[config.mk]
export PLATFORM = sky130hd
export DESIGN_NAME = sine_lfo_phase_accumulator_flat
export DESIGN_NICKNAME = d
export VERILOG_FILES = /design/src/rtl/core/sinelfo_pkg.sv /design/src/rtl/core/sinelfo_if.sv /design/src/rtl/core/sine_lfo_phase_accumulator.sv /design/src/flat_wrapper.sv
export SDC_FILE = /design/constraint.sdc
export NUM_CORES = 2
export LEC_CHECK = 0
export BUFFER_PORTS_ARGS = -buffer_cell sky130_fd_sc_hd__buf_2
export CAP_MARGIN = 40
export CORE_MARGIN = 5
export CORE_UTILIZATION = 45
export CTS_CLUSTER_SIZE = 16
export DETAILED_ROUTE_END_ITERATION = 6
export HOLD_SLACK_MARGIN = 0.03
export PLACE_DENSITY = 0.67
export SETUP_SLACK_MARGIN = 0.1
export SLEW_MARGIN = 10
export SYNTH_ARGS = -nofsm -noshare
export SYNTH_HDL_FRONTEND = slang
export SYNTH_SLANG_ARGS = --single-unit
[constraint.sdc]
create_clock -name clk -period 8.1 [get_ports clk]
set_input_delay 0 -clock clk [delete_from_list [all_inputs] [get_ports clk]]
set_output_delay 0 -clock clk [all_outputs]
set_load 0.02 [all_outputs]
[src/rtl/core/sinelfo_pkg.sv]
// Shared types and constants of the sine LFO phase accumulator.
package sinelfo_pkg;

	localparam int PERIOD_W = 24;
	localparam int WAVE_W = 16;
	localparam int CFG_DATA_W = 32;
	localparam int CFG_IDX_W = 2;

	localparam logic [CFG_IDX_W-1:0] CFG_LFO_ENABLED = 2'd0;
	localparam logic [CFG_IDX_W-1:0] CFG_SYNC_MODE = 2'd1;
	localparam logic [CFG_IDX_W-1:0] CFG_BIPOLAR_MODE = 2'd2;
	localparam logic [CFG_IDX_W-1:0] CFG_SYNC_INCREMENT = 2'd3;

	localparam int CORDIC_STEPS = 24;
	localparam int STEP_IDX_W = 5;
	localparam int XY_W = 34;
	localparam int Z_W = 33;
	localparam int ANGLE_W = 31;
	localparam logic signed [XY_W-1:0] CORDIC_X0 = 34'sd652032874;
	localparam logic [ANGLE_W-1:0] HALF_PI_Q30 = 31'd1686629713;
	localparam int MAG_W = 15;
	localparam logic [MAG_W-1:0] MAG_MAX = 15'd32767;

	localparam logic [31:0] ATAN_Q30 [CORDIC_STEPS] = '{
		32'd843314857, 32'd497837830, 32'd263043837, 32'd133525159,
		32'd67021687, 32'd33543516, 32'd16775851, 32'd8388437,
		32'd4194283, 32'd2097149, 32'd1048576, 32'd524288,
		32'd262144, 32'd131072, 32'd65536, 32'd32768,
		32'd16384, 32'd8192, 32'd4096, 32'd2048,
		32'd1024, 32'd512, 32'd256, 32'd128
	};

	typedef enum logic {
		ST_IDLE,
		ST_CALC
	} lfo_state_t;

endpackage

[src/rtl/core/sinelfo_if.sv]
// Valid/ready channels that carry LFO input and result items.
interface sinelfo_in_if;
	import sinelfo_pkg::*;
	logic valid;
	logic ready;
	logic [PERIOD_W-1:0] period_samples;
	modport source (output valid, output period_samples, input ready);
	modport sink (input valid, input period_samples, output ready);
endinterface

interface sinelfo_out_if;
	import sinelfo_pkg::*;
	logic valid;
	logic ready;
	logic signed [WAVE_W-1:0] wave_value;
	logic is_bipolar;
	modport source (output valid, output wave_value, output is_bipolar, input ready);
	modport sink (input valid, input wave_value, input is_bipolar, output ready);
endinterface

[src/rtl/core/sine_lfo_phase_accumulator.sv]
// Sine LFO: phase accumulator with bit-serial reciprocal divider and iterative CORDIC.
// One item is worked on at a time, by the restoring divider (one quotient bit per cycle)
// running alongside the 24-step CORDIC; a new item is taken once the result is loaded.
// The output register frees the input side while a result waits to be taken.
// Reset clears configuration, phase and all control state.
module sine_lfo_phase_accumulator #(
	parameter int PHASE_BITS = 32,
	parameter int SINE_TABLE_BITS = 10
) (
	input  logic clk,
	input  logic arst_n,
	input  logic cfg_we,
	input  logic [sinelfo_pkg::CFG_IDX_W-1:0] cfg_index,
	input  logic [sinelfo_pkg::CFG_DATA_W-1:0] cfg_data,
	sinelfo_in_if.sink lfo_in,
	sinelfo_out_if.source lfo_out
);
	import sinelfo_pkg::*;

	localparam int FIN = (PHASE_BITS + 1 > CORDIC_STEPS + 2) ? PHASE_BITS + 1
		: CORDIC_STEPS + 2;
	localparam int CNT_W = $clog2(FIN + 1);
	localparam int K_W = SINE_TABLE_BITS + 1;
	localparam int PROD_W = K_W + ANGLE_W;

	logic lfo_enabled_q;
	logic sync_mode_q;
	logic bipolar_mode_q;
	logic [31:0] sync_increment_q;
	logic [PHASE_BITS-1:0] phase_q;

	lfo_state_t state_q, state_d;
	logic [CNT_W-1:0] cnt_q;
	logic [1:0] quad_q;
	logic [K_W-1:0] k_q;
	logic [PERIOD_W-1:0] per_q;
	logic [PERIOD_W-1:0] rem_q;
	logic [PHASE_BITS-1:0] quo_q;
	logic signed [XY_W-1:0] x_q, y_q;
	logic signed [Z_W-1:0] z_q;
	logic [MAG_W-1:0] mag_q;
	logic out_valid_q;
	logic signed [WAVE_W-1:0] wave_q;
	logic bip_q;

	logic accept, at_fin, load;
	logic [1:0] quad_in;
	logic [SINE_TABLE_BITS-1:0] k_raw;
	logic [K_W-1:0] k_in;
	logic [PERIOD_W-1:0] per_in;
	logic [PROD_W-1:0] angle_prod;
	logic [PERIOD_W-1:0] rem_prev;
	logic [PERIOD_W:0] rem_sh, rem_sub;
	logic div_ge;
	logic [STEP_IDX_W-1:0] step_idx;
	logic signed [XY_W-1:0] dx, dy;
	logic signed [Z_W-1:0] atan_z;
	logic [XY_W-2:0] y_pos;
	logic [47:0] mag_sum;
	logic [17:0] mag_raw;
	logic [16:0] s_val, u_val;
	logic signed [WAVE_W-1:0] wave_d;
	logic [PHASE_BITS+31:0] sync_wide;
	logic [PHASE_BITS-1:0] inc;

	always_ff @(posedge clk or negedge arst_n) begin
		if (!arst_n) begin
			lfo_enabled_q <= 1'b0;
			sync_mode_q <= 1'b0;
			bipolar_mode_q <= 1'b0;
			sync_increment_q <= '0;
		end else if (cfg_we) begin
			unique case (cfg_index)
				CFG_LFO_ENABLED: lfo_enabled_q <= cfg_data[0];
				CFG_SYNC_MODE: sync_mode_q <= cfg_data[0];
				CFG_BIPOLAR_MODE: bipolar_mode_q <= cfg_data[0];
				CFG_SYNC_INCREMENT: sync_increment_q <= cfg_data[31:0];
				default: ;
			endcase
		end
	end

	assign lfo_in.ready = (state_q == ST_IDLE);
	assign accept = lfo_in.valid && lfo_in.ready;
	assign at_fin = (state_q == ST_CALC) && (cnt_q == CNT_W'(FIN));
	assign load = at_fin && (!out_valid_q || lfo_out.ready);

	always_ff @(posedge clk or negedge arst_n) begin
		if (!arst_n) begin
			state_q <= ST_IDLE;
		end else begin
			state_q <= state_d;
		end
	end

	always_comb begin
		state_d = state_q;
		unique case (state_q)
			ST_IDLE: if (accept) state_d = ST_CALC;
			ST_CALC: if (load) state_d = ST_IDLE;
			default: state_d = ST_IDLE;
		endcase
	end

	always_ff @(posedge clk or negedge arst_n) begin
		if (!arst_n) begin
			cnt_q <= '0;
		end else if (accept) begin
			cnt_q <= '0;
		end else if (state_q == ST_CALC && !at_fin) begin
			cnt_q <= cnt_q + CNT_W'(1);
		end
	end

	// Capture sine index and saturated period.
	assign quad_in = phase_q[PHASE_BITS-1 -: 2];
	assign k_raw = phase_q[PHASE_BITS-3 -: SINE_TABLE_BITS];
	assign k_in = quad_in[0] ? (K_W'(1) << SINE_TABLE_BITS) - K_W'(k_raw) : K_W'(k_raw);
	assign per_in = (lfo_in.period_samples < PERIOD_W'(2)) ? PERIOD_W'(2)
		: lfo_in.period_samples;

	always_ff @(posedge clk) begin
		if (accept) begin
			quad_q <= quad_in;
			k_q <= k_in;
			per_q <= per_in;
		end
	end

	// Restoring division of 2^PHASE_BITS, one quotient bit per cycle.
	assign rem_prev = (cnt_q == '0) ? '0 : rem_q;
	assign rem_sh = {rem_prev, (cnt_q == '0)};
	assign div_ge = rem_sh >= {1'b0, per_q};
	assign rem_sub = rem_sh - {1'b0, per_q};

	always_ff @(posedge clk) begin
		if (state_q == ST_CALC && cnt_q <= CNT_W'(PHASE_BITS)) begin
			rem_q <= div_ge ? rem_sub[PERIOD_W-1:0] : rem_sh[PERIOD_W-1:0];
			quo_q <= {quo_q[PHASE_BITS-2:0], div_ge};
		end
	end

	// CORDIC rotation, one micro-rotation per cycle.
	assign angle_prod = PROD_W'(k_q) * PROD_W'(HALF_PI_Q30);
	assign step_idx = STEP_IDX_W'(cnt_q - CNT_W'(1));
	assign dx = y_q >>> step_idx;
	assign dy = x_q >>> step_idx;
	assign atan_z = $signed({1'b0, ATAN_Q30[step_idx]});

	always_ff @(posedge clk) begin
		if (state_q == ST_CALC) begin
			if (cnt_q == '0) begin
				z_q <= $signed(Z_W'(angle_prod >> SINE_TABLE_BITS));
				x_q <= CORDIC_X0;
				y_q <= '0;
			end else if (cnt_q <= CNT_W'(CORDIC_STEPS)) begin
				if (z_q >= 0) begin
					x_q <= x_q - dx;
					y_q <= y_q + dy;
					z_q <= z_q - atan_z;
				end else begin
					x_q <= x_q + dx;
					y_q <= y_q - dy;
					z_q <= z_q + atan_z;
				end
			end
		end
	end

	// Scale to Q1.15 with rounding and clamp.
	assign y_pos = y_q[XY_W-1] ? '0 : y_q[XY_W-2:0];
	assign mag_sum = {y_pos[32:0], 15'b0} - 48'(y_pos) + (48'(1) << 29);
	assign mag_raw = mag_sum[47:30];

	always_ff @(posedge clk) begin
		if (state_q == ST_CALC && cnt_q == CNT_W'(CORDIC_STEPS + 1)) begin
			mag_q <= (mag_raw > 18'(MAG_MAX)) ? MAG_MAX : mag_raw[MAG_W-1:0];
		end
	end

	assign s_val = quad_q[1] ? -{2'b00, mag_q} : {2'b00, mag_q};
	assign u_val = s_val + 17'd32768;

	always_comb begin
		if (!lfo_enabled_q) begin
			wave_d = '0;
		end else if (bipolar_mode_q) begin
			wave_d = $signed(s_val[WAVE_W-1:0]);
		end else begin
			wave_d = $signed(u_val[16:1]);
		end
	end

	// Advance phase.
	assign sync_wide = {sync_increment_q, PHASE_BITS'(0)};
	assign inc = sync_mode_q ? sync_wide[PHASE_BITS+31:32] : quo_q;

	always_ff @(posedge clk or negedge arst_n) begin
		if (!arst_n) begin
			phase_q <= '0;
		end else if (load && lfo_enabled_q) begin
			phase_q <= phase_q + inc;
		end
	end

	always_ff @(posedge clk or negedge arst_n) begin
		if (!arst_n) begin
			out_valid_q <= 1'b0;
		end else if (load) begin
			out_valid_q <= 1'b1;
		end else if (lfo_out.ready) begin
			out_valid_q <= 1'b0;
		end
	end

	always_ff @(posedge clk) begin
		if (load) begin
			wave_q <= wave_d;
			bip_q <= lfo_enabled_q && bipolar_mode_q;
		end
	end

	assign lfo_out.valid = out_valid_q;
	assign lfo_out.wave_value = wave_q;
	assign lfo_out.is_bipolar = bip_q;

	a_accept_starts: assert property (@(posedge clk) disable iff (!arst_n)
		accept |=> (state_q == ST_CALC) && (cnt_q == '0))
		else $error("accepted item did not start computation");

	a_load_at_fin: assert property (@(posedge clk) disable iff (!arst_n)
		load |-> (cnt_q == CNT_W'(FIN)) && (state_q == ST_CALC))
		else $error("result loaded before computation finished");

	a_phase_holds: assert property (@(posedge clk) disable iff (!arst_n)
		!load |=> $stable(phase_q))
		else $error("phase changed outside result load");

	a_disabled_holds: assert property (@(posedge clk) disable iff (!arst_n)
		(load && !lfo_enabled_q) |=> $stable(phase_q) && (wave_q == '0) && !bip_q)
		else $error("disabled item changed phase or gave nonzero result");

endmodule

[src/flat_wrapper.sv]
// flat-port wrapper written by rule: the top's interface ports become plain ports
module sine_lfo_phase_accumulator_flat import sinelfo_pkg::*;
#(
	parameter int PHASE_BITS = 32,
	parameter int SINE_TABLE_BITS = 10
)
  (clk, arst_n, cfg_we, cfg_index, cfg_data, lfo_in_valid, lfo_in_period_samples, lfo_in_ready, lfo_out_valid, lfo_out_wave_value, lfo_out_is_bipolar, lfo_out_ready);
  sinelfo_in_if lfo_in_i ();
  sinelfo_out_if lfo_out_i ();
  input  logic clk;
  input  logic arst_n;
  input  logic cfg_we;
  input  logic [sinelfo_pkg::CFG_IDX_W-1:0] cfg_index;
  input  logic [sinelfo_pkg::CFG_DATA_W-1:0] cfg_data;
  input wire logic [$bits(lfo_in_i.valid)-1:0] lfo_in_valid;
  input wire logic [$bits(lfo_in_i.period_samples)-1:0] lfo_in_period_samples;
  output wire logic [$bits(lfo_in_i.ready)-1:0] lfo_in_ready;
  output wire logic [$bits(lfo_out_i.valid)-1:0] lfo_out_valid;
  output wire logic [$bits(lfo_out_i.wave_value)-1:0] lfo_out_wave_value;
  output wire logic [$bits(lfo_out_i.is_bipolar)-1:0] lfo_out_is_bipolar;
  input wire logic [$bits(lfo_out_i.ready)-1:0] lfo_out_ready;
  assign lfo_in_i.valid = lfo_in_valid;
  assign lfo_in_i.period_samples = lfo_in_period_samples;
  assign lfo_in_ready = lfo_in_i.ready;
  assign lfo_out_valid = lfo_out_i.valid;
  assign lfo_out_wave_value = lfo_out_i.wave_value;
  assign lfo_out_is_bipolar = lfo_out_i.is_bipolar;
  assign lfo_out_i.ready = lfo_out_ready;
  sine_lfo_phase_accumulator #(.PHASE_BITS(PHASE_BITS), .SINE_TABLE_BITS(SINE_TABLE_BITS)) u_core (.clk(clk), .arst_n(arst_n), .cfg_we(cfg_we), .cfg_index(cfg_index), .cfg_data(cfg_data), .lfo_in(lfo_in_i), .lfo_out(lfo_out_i));
endmodule
==> out/qor.log <==
INFO  synthesis      synth_cells=3,529
INFO  synthesis      synth_largest_area_cell=edfxtp_1
INFO  timing         setup_viol_count_final=0
INFO  timing         tightestPinTransition=0.911ns
INFO  routing        totalWireLength=90.1mm
INFO  worst_setup_path startpoint_type=register
INFO  min_path       min_path_type=in2reg
INFO  worst_setup_path timing.critical_path.fanout_max=45
INFO  synthesis      combinational_family_with_the_most_area_after_synthesis=adder cells
INFO  timing         finClkSkew=0.0308ns
INFO  timing         rsz0062_at_grt=false
INFO  clock_tree     path_clk_slew=0.06ns
INFO  run            cap_violations=0
INFO  die            die_w=281microns
INFO  global_routing grtUsageTotal=22.3%
INFO  routing        routedLengthMet1=38.8mm
INFO  clock_tree     cts.htree.levels=2
INFO  timing         report.final.slew_viol_count=0
INFO  clock_tree     cts-root-buf=clkbuf_16
INFO  synthesis      synth_simple_gate_area_share=13.7%
INFO  timing         finalWorstSetupSlack=0.522ns
INFO  worst_setup_path cp_capture_point=u_core.x_q[27]
INFO  routing        met2_wirelength=42.4mm
INFO  outcome        status=finished clean
INFO  worst_setup_path reg2regPathDepth=23
INFO  synthesis      yosysTopAreaCellShare=20.5%
INFO  timing         worst_slew_margin_rel=39.1%
INFO  synthesis      ys_seq_elements=300
INFO  routing        drt_iter0_drc=2,136
INFO  routing        drt-wirelength-per-cell=19.6microns
INFO  cells_and_area layout-drive-gt1-share=12.3%
INFO  routing        top_signal_layer_used=met4
INFO  placed_design  placement.io_buffers=81
INFO  synthesis      synthDistinctLibCells=95
INFO  synthesis      synth_compound_area_share=17.0%
INFO  synthesis      synth-edff-count=225
INFO  placed_design  globalplace.congestion=0.972
INFO  clock_tree     clk-insertion-delay-late=0.59ns
INFO  timing         final-hold-violation-count=0
INFO  clock_tree     clk_path_buf_depth=3
INFO  global_routing antenna_found_initial=0
INFO  die            placementRows=99
INFO  synthesis      post_synthesis_net_count=4,016
INFO  timing         totalNegativeSetupSlack=0ns
INFO  synthesis      synth_xor_xnor_area_share=7.59%
INFO  clock_tree     cts_buf_count=36
INFO  worst_setup_path crit_arrival=7.88ns
INFO  routing        detailroute.wirelength.met3=5.22mm
INFO  routing        detailroute.via_count=26,992
INFO  die            floorplan.initialDensity=45.3%
INFO  routing        drtPass1Iterations=5
INFO  timing         period_share=93.6%
INFO  global_routing first_global_vias=26,685
INFO  synthesis      syn_avg_cell_area=9.35squm
INFO  placed_design  dp_slack=0.611ns
INFO  routing        vias_per_cell=5.87
INFO  cells_and_area fin_nets=4,098
INFO  placed_design  hpwl=67.2mm
INFO  synthesis      synth_fa_ha_area_share=18.2%
INFO  clock_tree     cts_tree=yes
INFO  worst_setup_path critPathLaunch=u_core.cnt_q[0]
INFO  die            die_height=281microns
INFO  worst_setup_path timing.rr.end=u_core.x_q[27]
INFO  synthesis      ys_top_cells_by_count=ha_1, nand2_1, inv_1
INFO  cells_and_area areaGrowthSynthToFinish=10.2%
INFO  global_routing overflow_left_after_global_routing=0
INFO  global_routing largest_net_degree_at_the_start_of_global_routing=73
INFO  worst_setup_path critical_path_class=reg2reg
INFO  timing         final_period_minus_worst_setup_slack=7.58ns
INFO  worst_setup_path crit_path_end_kind=register
INFO  synthesis      mappedNetlistArea=33,000squm
INFO  routing        drt.antenna.violating_nets=0
INFO  synthesis      async_flop_share=25.0%
INFO  routing        post-route-drc-count=0
INFO  min_path       worstHoldPathCells=2
INFO  clock_tree     clock_sinks=300
INFO  die            floorplan.die_area=78,800squm
INFO  worst_setup_path worst-r2r-setup-slack=0.52ns
INFO  global_routing grt_pass1_wl=143mm
INFO  timing         max_freq=0.132GHz
INFO  synthesis      yosys-top-cells-area=edfxtp_1, ha_1, mux4_2, dfrtp_1, fa_1
INFO  synthesis      yosysMostFrequentCell=ha_1
INFO  synthesis      synth-seq-area-share=26.2%
INFO  worst_setup_path regToRegStartpoint=u_core.cnt_q[0]
INFO  die            floorplan.core_area=72,800squm
INFO  synthesis      yosysWarnings=0
INFO  worst_setup_path worstPathRequired=8.40ns
INFO  synthesis      synth_top_flop_cell=edfxtp_1
INFO  die            boundaryPins=82
INFO  synthesis      post_synth_mux_area_share=11.8%
final cells by class:
class	instances	area, sq um
fill	6681	36500
clock buffer	52	982
timing repair buffer	207	1640
sequential	300	8640
inverter	286	1070
antenna	1	2.50
multi-input combinational	2780	22600
clock inverter	14	174
tap	959	1200
how the worst min path moves through the flow:
stage | from | to | slack [ns]
5_1_grt | lfo_in_period_samples[15] | u_core.per_q[15] | 0.12
3_5_place_dp | arst_n | u_core.sync_increment_q[30] | -0.001
3_3_place_gp | arst_n | u_core.sync_increment_q[30] | 0.0004
2_1_floorplan | arst_n | u_core.bipolar_mode_q | -0.30
6_report | lfo_in_period_samples[4] | u_core.per_q[4] | 0.14
4_1_cts | lfo_in_period_samples[4] | u_core.per_q[4] | 0.10
repair_timing:
| action | CTS | global route |
|---|---|---|
| setup endpoints to repair | 0 | 5 |
| buffers inserted | 0 | 2 |
| hold buffers | 66 | 0 |
| resized for setup | 0 | 1 |
| endpoints found under the hold margin | 141 | 0 |
placed cells by master, fill, tap and decap left out, types with 34 or more instances in the layout:
master	n
edfxtp_1	225
fa_1	91
buf_4	52
clkbuf_16	38
nor2b_1	40
o21ai_0	207
nand2_1	299
nand2b_1	34
mux2_2	95
xnor2_1	155
a21o_1	110
mux4_2	92
mux2i_1	69
ha_1	330
o21a_1	34
nor3_1	49
nor2_1	233
dlygate4sd3_1	65
a21oi_1	231
buf_2	81
dfrtp_1	74
o31ai_1	36
xor2_1	128
nand3_1	61
and2_1	52
inv_1	281
through the flow:
step / hold WS [ns] / area (sq um) / instances / utilization, %
floorplan: -0.296 / 33000 / 3529 / -
global placement: 0.000415 / 34400 / 4459 / 47.2
detailed placement: -0.00131 / 34500 / 4464 / 47.4
CTS: 0.103 / 36300 / 4596 / 49.9
global route: 0.122 / 36300 / 4598 / 49.9
finish: 0.144 / 36400 / 4599 / 49.9
kinds of logic after synthesis:
logic type / count (synthesis)
flops: 300
simple gates: 934
buf+inv: 449
compound gates: 875
mux: 262
fa+ha+maj: 424
xor+xnor: 285
flip-flops by register name, indices dropped and copies added (netlist names), 6 cells and up:
name                       count
u_core.lfo_out.wave_value     16
u_core.phase_q                32
u_core.sync_increment_q       32
u_core.rem_q                  24
u_core.x_q                    34
u_core.quo_q                  32
u_core.z_q                    33
u_core.mag_q                  15
u_core.cnt_q                   6
u_core.k_q                    11
u_core.per_q                  24
u_core.y_q                    34
worst max-delay path: stages, from the launching register on:
cell and delay, ns:
dfrtp_4 0.58, clkinv_2 0.15, ha_2 0.28, inv_1 0.09
ha_4 0.49, buf_12 0.31, mux4_2 0.56, mux2_2 0.29
or2_1 0.27, a222oi_1 0.64, nand3_1 0.32, nor3_2 0.29
nand3b_1 0.27, or2_1 0.33, a22o_1 0.18, a311oi_1 0.29
ha_1 0.34, and4_1 0.21, a221o_1 0.39, a21oi_1 0.30
a31oi_1 0.16, o41ai_1 0.33, xor2_1 0.19, nor2_1 0.05
routing by layer:
metal | GRT usage (%) | vias to the layer above
met3 | 3.26 | 205
met5 | 0 | -
li1 | - | 12978
met4 | 8.19 | 0
met2 | 37.3 | 884
met1 | 29.4 | 12925
Power is not shown: default switching activity piles up to over one toggle a cycle in this logic, so the estimate is an artifact.
